File: config.mk
export PLATFORM = sky130hd
export DESIGN_NAME = cascaded_fir_section_filter_top
export DESIGN_NICKNAME = d
export VERILOG_FILES = /design/src/sv/cfsf_pkg.sv /design/src/sv/cfsf_mac.sv /design/src/sv/cfsf_core.sv /design/src/sv/cascaded_fir_section_filter_top.sv
export SDC_FILE = /design/constraint.sdc
export NUM_CORES = 2
export LEC_CHECK = 0
export BUFFER_PORTS_ARGS = -buffer_cell sky130_fd_sc_hd__buf_2
export CAP_MARGIN = 10
export CELL_PAD_IN_SITES_DETAIL_PLACEMENT = 0
export CELL_PAD_IN_SITES_GLOBAL_PLACEMENT = 1
export CORE_ASPECT_RATIO = 1.2
export CORE_MARGIN = 2
export CORE_UTILIZATION = 34
export DETAILED_ROUTE_END_ITERATION = 16
export PLACE_DENSITY_LB_ADDON = 0.1
export SKIP_CTS_REPAIR_TIMING = 1
export SLEW_MARGIN = 30
export SYNTH_ARGS = -nofsm -noshare
export SYNTH_HDL_FRONTEND = slang
export SYNTH_SLANG_ARGS = --single-unit
File: constraint.sdc
create_clock -name i_clk -period 9.96 [get_ports i_clk]
set_clock_uncertainty 0.2 [all_clocks]
set_input_delay 1.494 -clock i_clk [delete_from_list [all_inputs] [get_ports i_clk]]
set_output_delay 1.494 -clock i_clk [all_outputs]
set_load 0.02 [all_outputs]
File: src/sv/cfsf_pkg.sv
// Package: shared types, codes and constants of the cascaded FIR section filter.
`default_nettype none

package cfsf_pkg;

    localparam int NUM_SECTIONS_DEF = 32;
    localparam int TAPS             = 3;

    localparam logic signed [15:0] GAIN_RESET     = 16'sd4096;
    localparam logic        [5:0]  SECTIONS_RESET = 6'd32;

    localparam logic REQ_FILTER = 1'b0;
    localparam logic REQ_COEF   = 1'b1;

    localparam logic CFG_GAIN     = 1'b0;
    localparam logic CFG_SECTIONS = 1'b1;

    typedef struct packed {
        logic               req_type;
        logic signed [15:0] sample_in;
        logic        [6:0]  coef_index;
        logic signed [15:0] coef_value;
    } t_in_item;

    typedef struct packed {
        logic signed [15:0] sample_out;
        logic               saturated;
    } t_out_item;

    typedef struct packed {
        logic mul_en;
        logic acc_load;
        logic acc_add;
    } t_mac_ctl;

endpackage

`default_nettype wire

File: src/sv/cfsf_mac.sv
// Shared multiply-accumulate unit with rounding and saturation for sections and output gain.
`default_nettype none

module cfsf_mac (
    input  wire                     i_clk,
    input  cfsf_pkg::t_mac_ctl      i_ctl,
    input  wire logic signed [23:0] i_a,
    input  wire logic signed [15:0] i_b,
    output logic signed [23:0]      o_sec,
    output logic                    o_sec_clip,
    output logic signed [15:0]      o_out,
    output logic                    o_out_clip
);

    localparam logic signed [41:0] SEC_RND = 42'sd8192;
    localparam logic signed [40:0] OUT_RND = 41'sd2048;
    localparam logic signed [27:0] SEC_MAX = 28'sd8388607;
    localparam logic signed [27:0] SEC_MIN = -28'sd8388608;
    localparam logic signed [28:0] OUT_MAX = 29'sd32767;
    localparam logic signed [28:0] OUT_MIN = -29'sd32768;

    logic signed [39:0] r_prod;
    logic signed [41:0] r_acc;
    logic signed [39:0] w_mul;
    logic signed [41:0] w_sum;
    logic signed [27:0] w_sec_sh;
    logic signed [40:0] w_out_rnd;
    logic signed [28:0] w_out_sh;

    assign w_mul = 40'(i_a) * 40'(i_b);

    always_ff @(posedge i_clk) begin
        if (i_ctl.mul_en) begin
            r_prod <= w_mul;
        end
        if (i_ctl.acc_load) begin
            r_acc <= 42'(r_prod) + SEC_RND;
        end else if (i_ctl.acc_add) begin
            r_acc <= r_acc + 42'(r_prod);
        end
    end

    assign w_sum     = r_acc + 42'(r_prod);
    assign w_sec_sh  = w_sum[41:14];
    assign w_out_rnd = 41'(r_prod) + OUT_RND;
    assign w_out_sh  = w_out_rnd[40:12];

    always_comb begin
        if (w_sec_sh > SEC_MAX) begin
            o_sec      = 24'(SEC_MAX);
            o_sec_clip = 1'b1;
        end else if (w_sec_sh < SEC_MIN) begin
            o_sec      = 24'(SEC_MIN);
            o_sec_clip = 1'b1;
        end else begin
            o_sec      = 24'(w_sec_sh);
            o_sec_clip = 1'b0;
        end
        if (w_out_sh > OUT_MAX) begin
            o_out      = 16'(OUT_MAX);
            o_out_clip = 1'b1;
        end else if (w_out_sh < OUT_MIN) begin
            o_out      = 16'(OUT_MIN);
            o_out_clip = 1'b1;
        end else begin
            o_out      = 16'(w_out_sh);
            o_out_clip = 1'b0;
        end
    end

endmodule

`default_nettype wire

File: src/sv/cfsf_core.sv
// Sequencer, coefficient and history memories driving the shared MAC unit.
`default_nettype none

module cfsf_core #(
    parameter int NUM_SECTIONS = cfsf_pkg::NUM_SECTIONS_DEF
) (
    input  wire                     i_clk,
    input  wire                     i_rst_n,
    input  wire                     i_start,
    input  wire                     i_cwr,
    input  cfsf_pkg::t_in_item      i_item,
    input  wire logic signed [15:0] i_gain,
    input  wire logic [5:0]         i_sections,
    input  wire                     i_take,
    output logic                    o_idle,
    output logic                    o_done,
    output cfsf_pkg::t_out_item     o_result
);

    localparam int NCOEF = cfsf_pkg::TAPS * NUM_SECTIONS;
    localparam int CAW   = $clog2(NCOEF);
    localparam int CBW   = $clog2(NCOEF + cfsf_pkg::TAPS);
    localparam int SIW   = (NUM_SECTIONS > 1) ? $clog2(NUM_SECTIONS) : 1;
    localparam int SCW   = $clog2(NUM_SECTIONS + 1);

    localparam logic [1:0] PH_TAP2 = 2'd0;
    localparam logic [1:0] PH_TAP1 = 2'd1;
    localparam logic [1:0] PH_TAP0 = 2'd2;

    typedef enum logic [5:0] {
        ST_CLR  = 6'b000001,
        ST_IDLE = 6'b000010,
        ST_PRE  = 6'b000100,
        ST_RUN  = 6'b001000,
        ST_GAIN = 6'b010000,
        ST_DONE = 6'b100000
    } t_state;

    t_state n_state;
    t_state r_state;

    logic        [CAW-1:0] r_clr;
    logic        [SCW-1:0] r_sec;
    logic        [1:0]     r_ph;
    logic        [CBW-1:0] r_base;
    logic        [SCW-1:0] r_use;
    logic                  r_flag;
    logic signed [15:0]    r_x;
    logic signed [15:0]    r_ih0;
    logic signed [15:0]    r_ih1;
    logic signed [23:0]    r_y;
    logic signed [23:0]    r_last;
    logic signed [15:0]    r_cd;
    logic signed [23:0]    r_hd0;
    logic signed [23:0]    r_hd1;

    logic signed [15:0]    m_coef [NCOEF];
    logic signed [23:0]    m_h0   [NUM_SECTIONS];
    logic signed [23:0]    m_h1   [NUM_SECTIONS];

    cfsf_pkg::t_mac_ctl    w_ctl;
    logic signed [23:0]    w_a;
    logic signed [15:0]    w_b;
    logic signed [23:0]    w_sec;
    logic                  w_sec_clip;
    logic signed [15:0]    w_out;
    logic                  w_out_clip;

    logic                  w_run;
    logic                  w_first;
    logic                  w_sec_act;
    logic                  w_fin;
    logic        [SCW-1:0] w_use;
    logic                  w_crd_en;
    logic        [CAW-1:0] w_crd_addr;
    logic                  w_cwe;
    logic        [CAW-1:0] w_cwa;
    logic signed [15:0]    w_cwd;
    logic                  w_hwe;
    logic        [SIW-1:0] w_hwa;
    logic signed [23:0]    w_hwd0;
    logic signed [23:0]    w_hwd1;
    logic                  w_hrd_en;

    assign w_run     = (r_state == ST_RUN);
    assign w_first   = (r_sec == '0);
    assign w_sec_act = (32'(r_sec) < NUM_SECTIONS);
    assign w_fin     = w_run && (r_ph == PH_TAP2) && !w_first;
    assign w_hrd_en  = w_run && (r_ph == PH_TAP1);

    always_comb begin
        if (i_sections == '0) begin
            w_use = SCW'(1);
        end else if (32'(i_sections) > NUM_SECTIONS) begin
            w_use = SCW'(NUM_SECTIONS);
        end else begin
            w_use = SCW'(i_sections);
        end
    end

    always_comb begin
        w_ctl.mul_en   = (w_run && w_sec_act) || (r_state == ST_GAIN);
        w_ctl.acc_load = w_run && (r_ph == PH_TAP1);
        w_ctl.acc_add  = w_run && (r_ph == PH_TAP0);
        w_b            = (r_state == ST_GAIN) ? i_gain : r_cd;
        if (r_state == ST_GAIN) begin
            w_a = r_last;
        end else begin
            case (r_ph)
                PH_TAP2: w_a = w_first ? 24'(r_ih1) : r_hd1;
                PH_TAP1: w_a = w_first ? 24'(r_ih0) : r_hd0;
                PH_TAP0: w_a = w_first ? 24'(r_x) : r_y;
                default: w_a = '0;
            endcase
        end
    end

    cfsf_mac u_mac (
        .i_clk      (i_clk),
        .i_ctl      (w_ctl),
        .i_a        (w_a),
        .i_b        (w_b),
        .o_sec      (w_sec),
        .o_sec_clip (w_sec_clip),
        .o_out      (w_out),
        .o_out_clip (w_out_clip)
    );

    always_comb begin
        w_crd_en   = 1'b0;
        w_crd_addr = '0;
        if (r_state == ST_PRE) begin
            w_crd_en   = 1'b1;
            w_crd_addr = CAW'(cfsf_pkg::TAPS - 1);
        end else if (w_run) begin
            case (r_ph)
                PH_TAP2: begin
                    w_crd_en   = w_sec_act;
                    w_crd_addr = CAW'(r_base + CBW'(1));
                end
                PH_TAP1: begin
                    w_crd_en   = 1'b1;
                    w_crd_addr = CAW'(r_base);
                end
                PH_TAP0: begin
                    w_crd_en   = (32'(r_sec) < NUM_SECTIONS - 1);
                    w_crd_addr = CAW'(r_base + CBW'(2 * cfsf_pkg::TAPS - 1));
                end
                default: begin
                    w_crd_en   = 1'b0;
                    w_crd_addr = '0;
                end
            endcase
        end
    end

    always_comb begin
        w_cwe = 1'b0;
        w_cwa = r_clr;
        w_cwd = '0;
        if (r_state == ST_CLR) begin
            w_cwe = 1'b1;
        end else if ((r_state == ST_IDLE) && i_cwr &&
                     (32'(i_item.coef_index) < NCOEF)) begin
            w_cwe = 1'b1;
            w_cwa = CAW'(i_item.coef_index);
            w_cwd = i_item.coef_value;
        end
    end

    always_comb begin
        w_hwe  = 1'b0;
        w_hwa  = SIW'(r_clr);
        w_hwd0 = '0;
        w_hwd1 = '0;
        if (r_state == ST_CLR) begin
            w_hwe = (32'(r_clr) < NUM_SECTIONS);
        end else if (w_fin) begin
            w_hwe  = 1'b1;
            w_hwa  = SIW'(r_sec - SCW'(1));
            w_hwd0 = w_sec;
            w_hwd1 = r_hd0;
        end
    end

    always_ff @(posedge i_clk) begin
        if (w_cwe) begin
            m_coef[w_cwa] <= w_cwd;
        end
        if (w_crd_en) begin
            r_cd <= m_coef[w_crd_addr];
        end
    end

    always_ff @(posedge i_clk) begin
        if (w_hwe) begin
            m_h0[w_hwa] <= w_hwd0;
            m_h1[w_hwa] <= w_hwd1;
        end
        if (w_hrd_en) begin
            r_hd0 <= m_h0[SIW'(r_sec)];
            r_hd1 <= m_h1[SIW'(r_sec)];
        end
    end

    always_comb begin
        n_state = r_state;
        case (r_state)
            ST_CLR:  if (r_clr == CAW'(NCOEF - 1)) n_state = ST_IDLE;
            ST_IDLE: if (i_start) n_state = ST_PRE;
            ST_PRE:  n_state = ST_RUN;
            ST_RUN:  if ((r_ph == PH_TAP2) && !w_sec_act) n_state = ST_GAIN;
            ST_GAIN: n_state = ST_DONE;
            ST_DONE: if (i_take) n_state = ST_IDLE;
            default: n_state = ST_IDLE;
        endcase
    end

    always_ff @(posedge i_clk) begin
        if (!i_rst_n) begin
            r_state <= ST_CLR;
            r_clr   <= '0;
            r_sec   <= '0;
            r_ph    <= PH_TAP2;
            r_base  <= '0;
            r_flag  <= 1'b0;
            r_ih0   <= '0;
            r_ih1   <= '0;
        end else begin
            r_state <= n_state;
            case (r_state)
                ST_CLR: begin
                    r_clr <= r_clr + CAW'(1);
                end
                ST_IDLE: begin
                    r_sec  <= '0;
                    r_ph   <= PH_TAP2;
                    r_base <= '0;
                    if (i_start) begin
                        r_flag <= 1'b0;
                    end
                end
                ST_RUN: begin
                    case (r_ph)
                        PH_TAP2: r_ph <= PH_TAP1;
                        PH_TAP1: r_ph <= PH_TAP0;
                        PH_TAP0: begin
                            r_ph   <= PH_TAP2;
                            r_sec  <= r_sec + SCW'(1);
                            r_base <= r_base + CBW'(cfsf_pkg::TAPS);
                        end
                        default: r_ph <= PH_TAP2;
                    endcase
                    if (w_fin && (r_sec <= r_use) && w_sec_clip) begin
                        r_flag <= 1'b1;
                    end
                end
                ST_GAIN: begin
                    r_ih1 <= r_ih0;
                    r_ih0 <= r_x;
                end
                default: begin
                    r_clr <= r_clr;
                end
            endcase
        end
    end

    always_ff @(posedge i_clk) begin
        if ((r_state == ST_IDLE) && i_start) begin
            r_x   <= i_item.sample_in;
            r_use <= w_use;
        end
        if (w_fin) begin
            r_y <= w_sec;
            if (r_sec == r_use) begin
                r_last <= w_sec;
            end
        end
    end

    assign o_idle              = (r_state == ST_IDLE);
    assign o_done              = (r_state == ST_DONE);
    assign o_result.sample_out = w_out;
    assign o_result.saturated  = r_flag | w_out_clip;

endmodule

`default_nettype wire

File: src/sv/cascaded_fir_section_filter_top.sv
// Top level: cascaded three-tap FIR section filter with config registers and output register.
//
// Input channel (i_in_valid / o_in_stall) carries one request per beat: a
// filter request (one audio sample) or a coefficient write (slot and value).
// A coefficient write gives no result. A filter request runs through every
// section on one shared 24x16 multiply-accumulate unit, three products per
// section, then one product for the output gain; a new sample is not taken
// until the last is through. o_in_stall is high while a sample is in work.
// Output channel (o_out_valid / i_out_stall) delivers one beat per filter
// request from an output register; a waiting beat holds while i_out_stall is
// high, and the next sample may be taken and worked on meanwhile, holding
// at its end until the register frees.
// Configuration writes (i_cfg_we, i_cfg_idx, i_cfg_data) land at once: index
// 0 is the Q4.12 gain, index 1 the number of sections in use.
// Reset is synchronous: after it the block sweeps the coefficient and
// section history memories to zero with the input stalled; config registers
// return to gain 1.0 and 32 sections.
`default_nettype none

module cascaded_fir_section_filter_top #(
    parameter int NUM_SECTIONS = cfsf_pkg::NUM_SECTIONS_DEF
) (
    input  wire                 i_clk,
    input  wire                 i_rst_n,
    input  wire                 i_in_valid,
    output logic                o_in_stall,
    input  cfsf_pkg::t_in_item  i_in_data,
    output logic                o_out_valid,
    input  wire                 i_out_stall,
    output cfsf_pkg::t_out_item o_out_data,
    input  wire                 i_cfg_we,
    input  wire logic [0:0]     i_cfg_idx,
    input  wire logic [15:0]    i_cfg_data
);

    logic signed [15:0]  r_gain;
    logic        [5:0]   r_sections;
    logic                r_out_valid;
    cfsf_pkg::t_out_item r_out_data;

    logic                w_idle;
    logic                w_done;
    logic                w_accept;
    logic                w_start;
    logic                w_cwr;
    logic                w_take;
    cfsf_pkg::t_out_item w_result;

    assign w_accept = i_in_valid && w_idle;
    assign w_start  = w_accept && (i_in_data.req_type == cfsf_pkg::REQ_FILTER);
    assign w_cwr    = w_accept && (i_in_data.req_type == cfsf_pkg::REQ_COEF);
    assign w_take   = w_done && (!r_out_valid || !i_out_stall);

    cfsf_core #(
        .NUM_SECTIONS (NUM_SECTIONS)
    ) u_core (
        .i_clk      (i_clk),
        .i_rst_n    (i_rst_n),
        .i_start    (w_start),
        .i_cwr      (w_cwr),
        .i_item     (i_in_data),
        .i_gain     (r_gain),
        .i_sections (r_sections),
        .i_take     (w_take),
        .o_idle     (w_idle),
        .o_done     (w_done),
        .o_result   (w_result)
    );

    always_ff @(posedge i_clk) begin
        if (!i_rst_n) begin
            r_gain     <= cfsf_pkg::GAIN_RESET;
            r_sections <= cfsf_pkg::SECTIONS_RESET;
        end else if (i_cfg_we) begin
            case (i_cfg_idx)
                cfsf_pkg::CFG_GAIN:     r_gain     <= i_cfg_data;
                cfsf_pkg::CFG_SECTIONS: r_sections <= i_cfg_data[5:0];
                default:                r_gain     <= r_gain;
            endcase
        end
    end

    always_ff @(posedge i_clk) begin
        if (!i_rst_n) begin
            r_out_valid <= 1'b0;
        end else if (w_take) begin
            r_out_valid <= 1'b1;
        end else if (!i_out_stall) begin
            r_out_valid <= 1'b0;
        end
    end

    always_ff @(posedge i_clk) begin
        if (w_take) begin
            r_out_data <= w_result;
        end
    end

    assign o_in_stall  = !w_idle;
    assign o_out_valid = r_out_valid;
    assign o_out_data  = r_out_data;

endmodule

`default_nettype wire
== Word-level counts from Yosys, hierarchy flattened ==
Memories as Yosys holds them, arrays and structs flattened. A register that Yosys moved wholly into a read port is not among the register bits.
Index checks and enable logic that the tools add are counted.

* Flip-flop bits (word level): 253
* RAM bits: 3072
* Input port bits: 62
* Output and inout bits: 19
* Word-level logic and storage cells: 153
* Memories kept: 3

* Add/subtract/negate cells: 9
* Multipliers: 1
* Magnitude comparators: 10
* Equality and inequality tests: 17
* Muxes and demuxes: 56
* Bitwise gates (word level): 3
* Reduce and logical (&&, ||, !) cells: 34

{| class="wikitable"
|+ Memory list
! memory !! depth !! width !! rd ports !! clocked after memory_dff !! write ports !! RTL line !! text
|-
| u_core.m_coef || 96 || 16 || 1 || 1 || 1 || cfsf_core.sv:57 || <nowiki>logic signed [15:0] m_coef [NCOEF];</nowiki>
|-
| u_core.m_h0 || 32 || 24 || 1 || 1 || 1 || cfsf_core.sv:58 || <nowiki>logic signed [23:0] m_h0 [NUM_SECTIONS];</nowiki>
|-
| u_core.m_h1 || 32 || 24 || 1 || 1 || 1 || cfsf_core.sv:59 || <nowiki>logic signed [23:0] m_h1 [NUM_SECTIONS];</nowiki>
|}

{| class="wikitable"
|+ Operators with widths
! kind !! number
|-
| 24-bit 2-to-1 mux || 10
|-
| 42-bit 2-to-1 mux || 2
|-
| 24-bit case mux with 3 select lines || 1
|-
| 16-bit 2-to-1 mux || 4
|-
| 42-bit by 40-bit adder with 42-bit output || 1
|-
| 40-bit by 13-bit adder with 41-bit output, second input constant || 1
|-
| 40-bit by 15-bit adder with 41-bit output, second input constant || 1
|-
| 24-bit by 16-bit multiplier with 40-bit output || 1
|-
| 6-bit 2-to-1 mux || 6
|-
| 6-bit case mux with 6 select lines || 1
|-
| 7-bit 2-to-1 mux || 5
|-
| 29-bit by 16-bit greater-than comparator with 1-bit output, second input constant || 1
|-
| 29-bit by 16-bit less-than comparator with 1-bit output, second input constant || 1
|-
| 28-bit by 24-bit greater-than comparator with 1-bit output, second input constant || 1
|-
| 28-bit by 24-bit less-than comparator with 1-bit output, second input constant || 1
|-
| 7-bit case mux with 3 select lines || 1
|-
| 1-bit 2-to-1 mux || 18
|-
| 1-bit logical AND || 15
|-
| 7-bit by 1-bit adder with 7-bit output, second input constant || 2
|-
| 7-bit case mux with 2 select lines || 1
|-
| 6-bit zero test || 2
|-
| 6-bit case mux with 2 select lines || 1
|-
| 5-bit 2-to-1 mux || 2
|-
| 2-bit inequality test, second input constant || 4
|-
| other kinds (34) || 47
|}

== Longest topological paths before layout ==
* Word-level depth: 9
* Gate-level depth with buffers: 39
* Mapped depth without buffers: 34

== By module ==
Synthesis repeated with hierarchy kept, for this count alone.

* Cells, all modules: 9145
* Area, all modules: 149782.4 µm²

{| class="wikitable"
|+ By module, submodules not included
! module !! instances !! cells each !! area an instance (µm²) !! sequential area each (µm²)
|-
| cfsf_core || 1 || 6788 || 128072.8 || 97493.5
|-
| cfsf_mac || 1 || 2240 || 20254.4 || 2462.4
|-
| cascaded_fir_section_filter_top || 1 || 117 || 1455.1 || 970.9
|}

== Worst setup path after synthesis ==
No wires, ideal clock.

* Path kind: reg-to-reg
* Start point: register u_core.r_sec[1]
* End point: register u_core.u_mac.r_prod[39] (data pin)
* Setup time: 0.260 ns
* Data arrival time: 8.924 ns
* Required time: 9.500 ns
* Setup slack: 0.576 ns
* Stages on the path, launching flop included: 38
* Path buffers: 6
* Clock period less this slack: 9.384 ns
* Cell sequence: dfxtp_1 > clkbuf_1 > clkbuf_1 > clkbuf_1 > inv_1 > ha_1 > nand2_1 > or3_1 > clkbuf_1 > clkbuf_1 > a21oi_1 > o21ai_0 > o21ai_0 > a21oi_1 > clkbuf_1 > nand2_1 > fa_1 > inv_1 > (+2 left out) > fa_1 > inv_1 > fa_1 > fa_1 > inv_1 > fa_1 > inv_1 > ha_1 > a21oi_1 > o21ai_0 > a311o_1 > a211o_1 > a221oi_2 > o22ai_1 > or4_1 > a31o_1 > a21oi_1 > xnor2_1

* Cells in the longest elaborated chain, start to end: 5
* Elaborated cells between the ends (all ways): 7
* Those cells by class: 1 x mul; 5 x mux; 1 x reduce/logical

{| class="wikitable"
|+ RTL lines
! what !! RTL line !! text
|-
| start, declared || cfsf_core.sv:43 || <nowiki>logic [SCW-1:0] r_sec;</nowiki>
|-
| start signal, assigned || cfsf_core.sv:249 || <nowiki>r_sec <= r_sec + SCW'(1);</nowiki>
|-
| 6-bit zero test (*) || cfsf_core.sv:86 || <nowiki>assign w_first = (r_sec == '0);</nowiki>
|-
| 24-bit 2-to-1 mux, on equally long branches || cfsf_core.sv:112, cfsf_core.sv:110, cfsf_core.sv:111 ||
|-
| 24-bit case mux with 3 select lines (*) || cfsf_core.sv:109 || <nowiki>case (r_ph)</nowiki>
|-
| 24-bit 2-to-1 mux (*) || cfsf_core.sv:106 || <nowiki>if (r_state == ST_GAIN) begin</nowiki>
|-
| 24-bit by 16-bit multiplier with 40-bit output (*) || cfsf_mac.sv:30 || <nowiki>assign w_mul = 40'(i_a) * 40'(i_b);</nowiki>
|-
| via u_core.u_mac.w_mul[39] || cfsf_mac.sv:24 || <nowiki>logic signed [39:0] w_mul;</nowiki>
|-
| end signal, assigned || cfsf_mac.sv:34 || <nowiki>r_prod <= w_mul;</nowiki>
|-
| end, declared || cfsf_mac.sv:22 || <nowiki>logic signed [39:0] r_prod;</nowiki>
|}

The timed path passes the listed nets; every way through them passes the cells marked *.
A chain may end at the register's enable or synchronous reset.

== Final worst setup path ==
* Start point: register u_core.r_state[5]
* End point: register u_core.u_mac.r_prod[39] (data pin)

* Cells in the longest elaborated chain, start to end: 3
* Elaborated cells between the ends (all ways): 4
* Those cells by class: 1 x mul; 1 x eq/ne; 2 x mux

{| class="wikitable"
|+ RTL lines
! what !! RTL line !! text
|-
| start, declared || cfsf_core.sv:40 || <nowiki>t_state r_state;</nowiki>
|-
| start signal, assigned || cfsf_core.sv:230 || <nowiki>r_state <= n_state;</nowiki>
|-
| 6-bit by 5-bit equality test with 1-bit output (*) || cfsf_core.sv:105, cfsf_core.sv:106 ||
|-
| 24-bit 2-to-1 mux / 16-bit 2-to-1 mux (equally long branches) || cfsf_core.sv:106, cfsf_core.sv:105 ||
|-
| 24-bit by 16-bit multiplier with 40-bit output (*) || cfsf_mac.sv:30 ||
|-
| via u_core.u_mac.w_mul[39] || cfsf_mac.sv:24 ||
|}

Marks and branches as above.

==> impl_metrics.csv <==
group,metric,value,unit
run_status,status,"completed",
logic_synthesis,synth_warnings,0,
cells_and_area,regArea,100900,um2
logic_synthesis,synthesis.area,149800,um2
cts,cts-root-buf,"clkbuf_16",
critical_path,r2r-start,"u_core.r_state[5]",
routing,wl,483900,um
routing,drt_iter0_drc,7482,
worst_hold_path,whs_path_depth,2,
logic_synthesis,ys_ff_latch,3389,
logic_synthesis,synth_edf_count,3305,
grt,grt_pass1_wl,687600,um
timing,fin_setup_tns,0,ns
timing,max_freq,0.1073,GHz
floorplanning,die-area,445800,um2
routing,antenna_left,0,
logic_synthesis,ys_types,79,
power,leakage,61.22,nW
routing,routed_via_density,5.294,
critical_path,worstSetupPathType,"reg2reg",
timing,hold_violations,0,
timing,final.min_clock_period,9.319,ns
logic_synthesis,yosys.area_share.simple,0.1021,
logic_synthesis,synthArstFlopShare,0,
placement,portBuffers,80,
logic_synthesis,synth-adder-area-share,0.06291,
cts,clk_pin_slew,0.06,ns
floorplanning,num_rows,267,
routing,drc,0,
critical_path,crit_start,"u_core.r_state[5]",
cells_and_area,final_cell_mix,"edfxtp_1, nand2_1, nand3_1, inv_1, mux4_2",
floorplanning,fp.coreArea,439600,um2
routing,vias,87774,
timing,worst_slew_pin_slew,1.078,ns
timing,period_share,0.9357,
placement,dp_hpwl,292700,um
cells_and_area,nFillCells,41070,
cts,clk_latency,1.02,ns
timing,rsz0062_at_grt,"false",
grt,grt_use_total,0.2141,
grt,grt_max_degree,119,
cts,htreeDepth,5,
worst_hold_path,min_from,"u_core.r_ih1[12]",
cts,cts_max_path_buffers,4,
cts,cts_tree,"built",
placement,gp_congestion,0.8592,
critical_path,cp_max_fo,93,
flow_run,drv_cap,0,
placement,post-place-cells,15896,
floorplanning,die_x,609.9,um
logic_synthesis,synth_compound_area_frac,0.04475,
critical_path,cp-endpoint,"u_core.u_mac.r_prod[39]",
critical_path,critPathCaptureType,"flip-flop",
worst_hold_path,min_path_type,"reg2reg",
floorplanning,die_h,731.1,um
logic_synthesis,synth_top_flop_cell,"edfxtp_1",
critical_path,worst_path_largest_cell_delay,0.71,ns
power,vdd_ir_drop_max,148.5,uV
routing,routedWlPerCell,29.19,um
power,total_power,30.92,mW
timing,setup_viol,0,
timing,max_slew_margin,0.2762,
logic_synthesis,syn_area_per_cell,14.55,um2
cells_and_area,layout_commonest_cell,"edfxtp_1",
logic_synthesis,synth_xor_xnor_area_share,0.007953,
critical_path,worstSetupStartpointType,"flip-flop",
power,powerDensity,181.3,nW/um2
grt,grt_pass1_vias,89850,
critical_path,rr_endpoint,"u_core.u_mac.r_prod[39]",
grt,antenna_found_initial,45,
routing,drtPass1Iterations,5,
logic_synthesis,muxShareOfSynthArea,0.07941,
cts,cts_sinks,3389,
critical_path,crit_arrival,9.81,ns
cells_and_area,final_cells,16580,
cells_and_area,drive_gt1_frac,0.1527,
floorplanning,ios,81,
critical_path,r2r_slack,0.64,ns
cells_and_area,fin_nets,11070,
logic_synthesis,synth_nets,10887,
grt,overflow,0,
logic_synthesis,ys_seq_area_frac,0.6739,
critical_path,crit_slowest_cell,"or4_1",
cells_and_area,syn2layout_area_growth,13.88,%
critical_path,crit_top_cell,"fa_1",
logic_synthesis,synth_cells,10297,
cells_and_area,multiInputGateArea,45100,um2
logic_synthesis,synth_top_family_by_area,"simple AND/OR/NAND/NOR gates",
critical_path,crit_required,10.45,ns
critical_path,reg2reg_depth,26,
floorplanning,initial_core_util,0.3407,
cts,cts_buffers,362,
timing,slew_viol_final,0,
[per-stage QoR]
step	worst slack (ns)	cell area, um2	hold slack, ns	utilization
final	0.6408	170600	0.2537	0.3880
after global routing	0.1243	170500	0.2737	0.3879
after CTS	0.6286	170400	0.2560	0.3875
after detailed placement	0.6234	158400	0.2475	0.3603
after global placement	0.5806	158200	0.2407	0.3598
after floorplan	0.5761	149800	0.2357	-
[layout make-up]
| type | instances | share of cell area |
|---|---|---|
| Tap cell | 5783 | 0.04242 |
| Antenna cell | 12 | 0.0001761 |
| Multi-Input combinational cell | 5809 | 0.2644 |
| Sequential cell | 3389 | 0.5919 |
| Inverter | 492 | 0.01088 |
| Clock buffer | 452 | 0.05607 |
| Clock inverter | 217 | 0.01409 |
| Timing Repair Buffer | 426 | 0.02006 |
[critical path: cells and delay by family (launching register included)]
| family | cells | cell delay (ns) |
|---|---|---|
| compound gates | 8 | 2.43 |
| simple gates | 5 | 1.69 |
| fa+ha+maj | 7 | 3.33 |
| xor+xnor | 1 | 0.08 |
| buf+inv | 5 | 0.84 |
| flops | 1 | 0.34 |
[flip-flops by register name, summed over array words and instances, names as in the netlist, 40 cells and up]
| name | cells |
|---|---|
| u_core.m_coef | 1536 |
| u_core.m_h0 | 768 |
| u_core.m_h1 | 768 |
| u_core.u_mac.r_acc | 42 |
| u_core.u_mac.r_prod | 40 |
[metal layers]
layer  track usage  up-vias  routed length [um]
met5             0        -                  27
met4       0.05791        4               13480
met3       0.02312      510               21070
met2        0.3607     2117              236500
met1        0.2946    46709              212800
li1              -    38434                   -
[how the worst min path moves through the flow]
stage / to / slack, ns
6_report: u_core.r_ih1[12] / 0.25
5_1_grt: r_gain[8] / 0.27
4_1_cts: u_core.r_ih1[12] / 0.26
3_5_place_dp: u_core.r_ih1[12] / 0.25
3_3_place_gp: u_core.r_ih1[13] / 0.24
2_1_floorplan: r_gain[0] / 0.24
[cell families after synthesis]
| group | count (synthesis) |
|---|---|
| compound gates | 994 |
| buf+inv | 1099 |
| xor+xnor | 136 |
| fa+ha+maj | 528 |
| mux | 577 |
| flops | 3389 |
| simple gates | 3574 |
[synth_stat cells (all sizes together), types with 153 or more instances]
cell type / number / area (um2)
edfxtp: 3305 / 99250
nand2: 2044 / 7672
nand3: 717 / 3593
inv: 491 / 1843
mux4: 484 / 10900
nor2: 435 / 1635
fa: 375 / 7507
clkbuf: 374 / 1404
a21oi: 275 / 1376
a311oi: 242 / 2120
buf: 233 / 1097
o21ai: 158 / 790.8
ha: 153 / 1914
[power by group]
part           leakage, nW  total (mW)  switching [mW]  internal [mW]
Clock                 5.81        13.7            5.86           7.89
Combinational         22.4        1.29           0.884          0.402
Sequential            33.0        15.9          0.0829           15.8
Total                 61.2        30.9            6.82           24.1
Note: power is estimated with default switching activity, not from simulation.
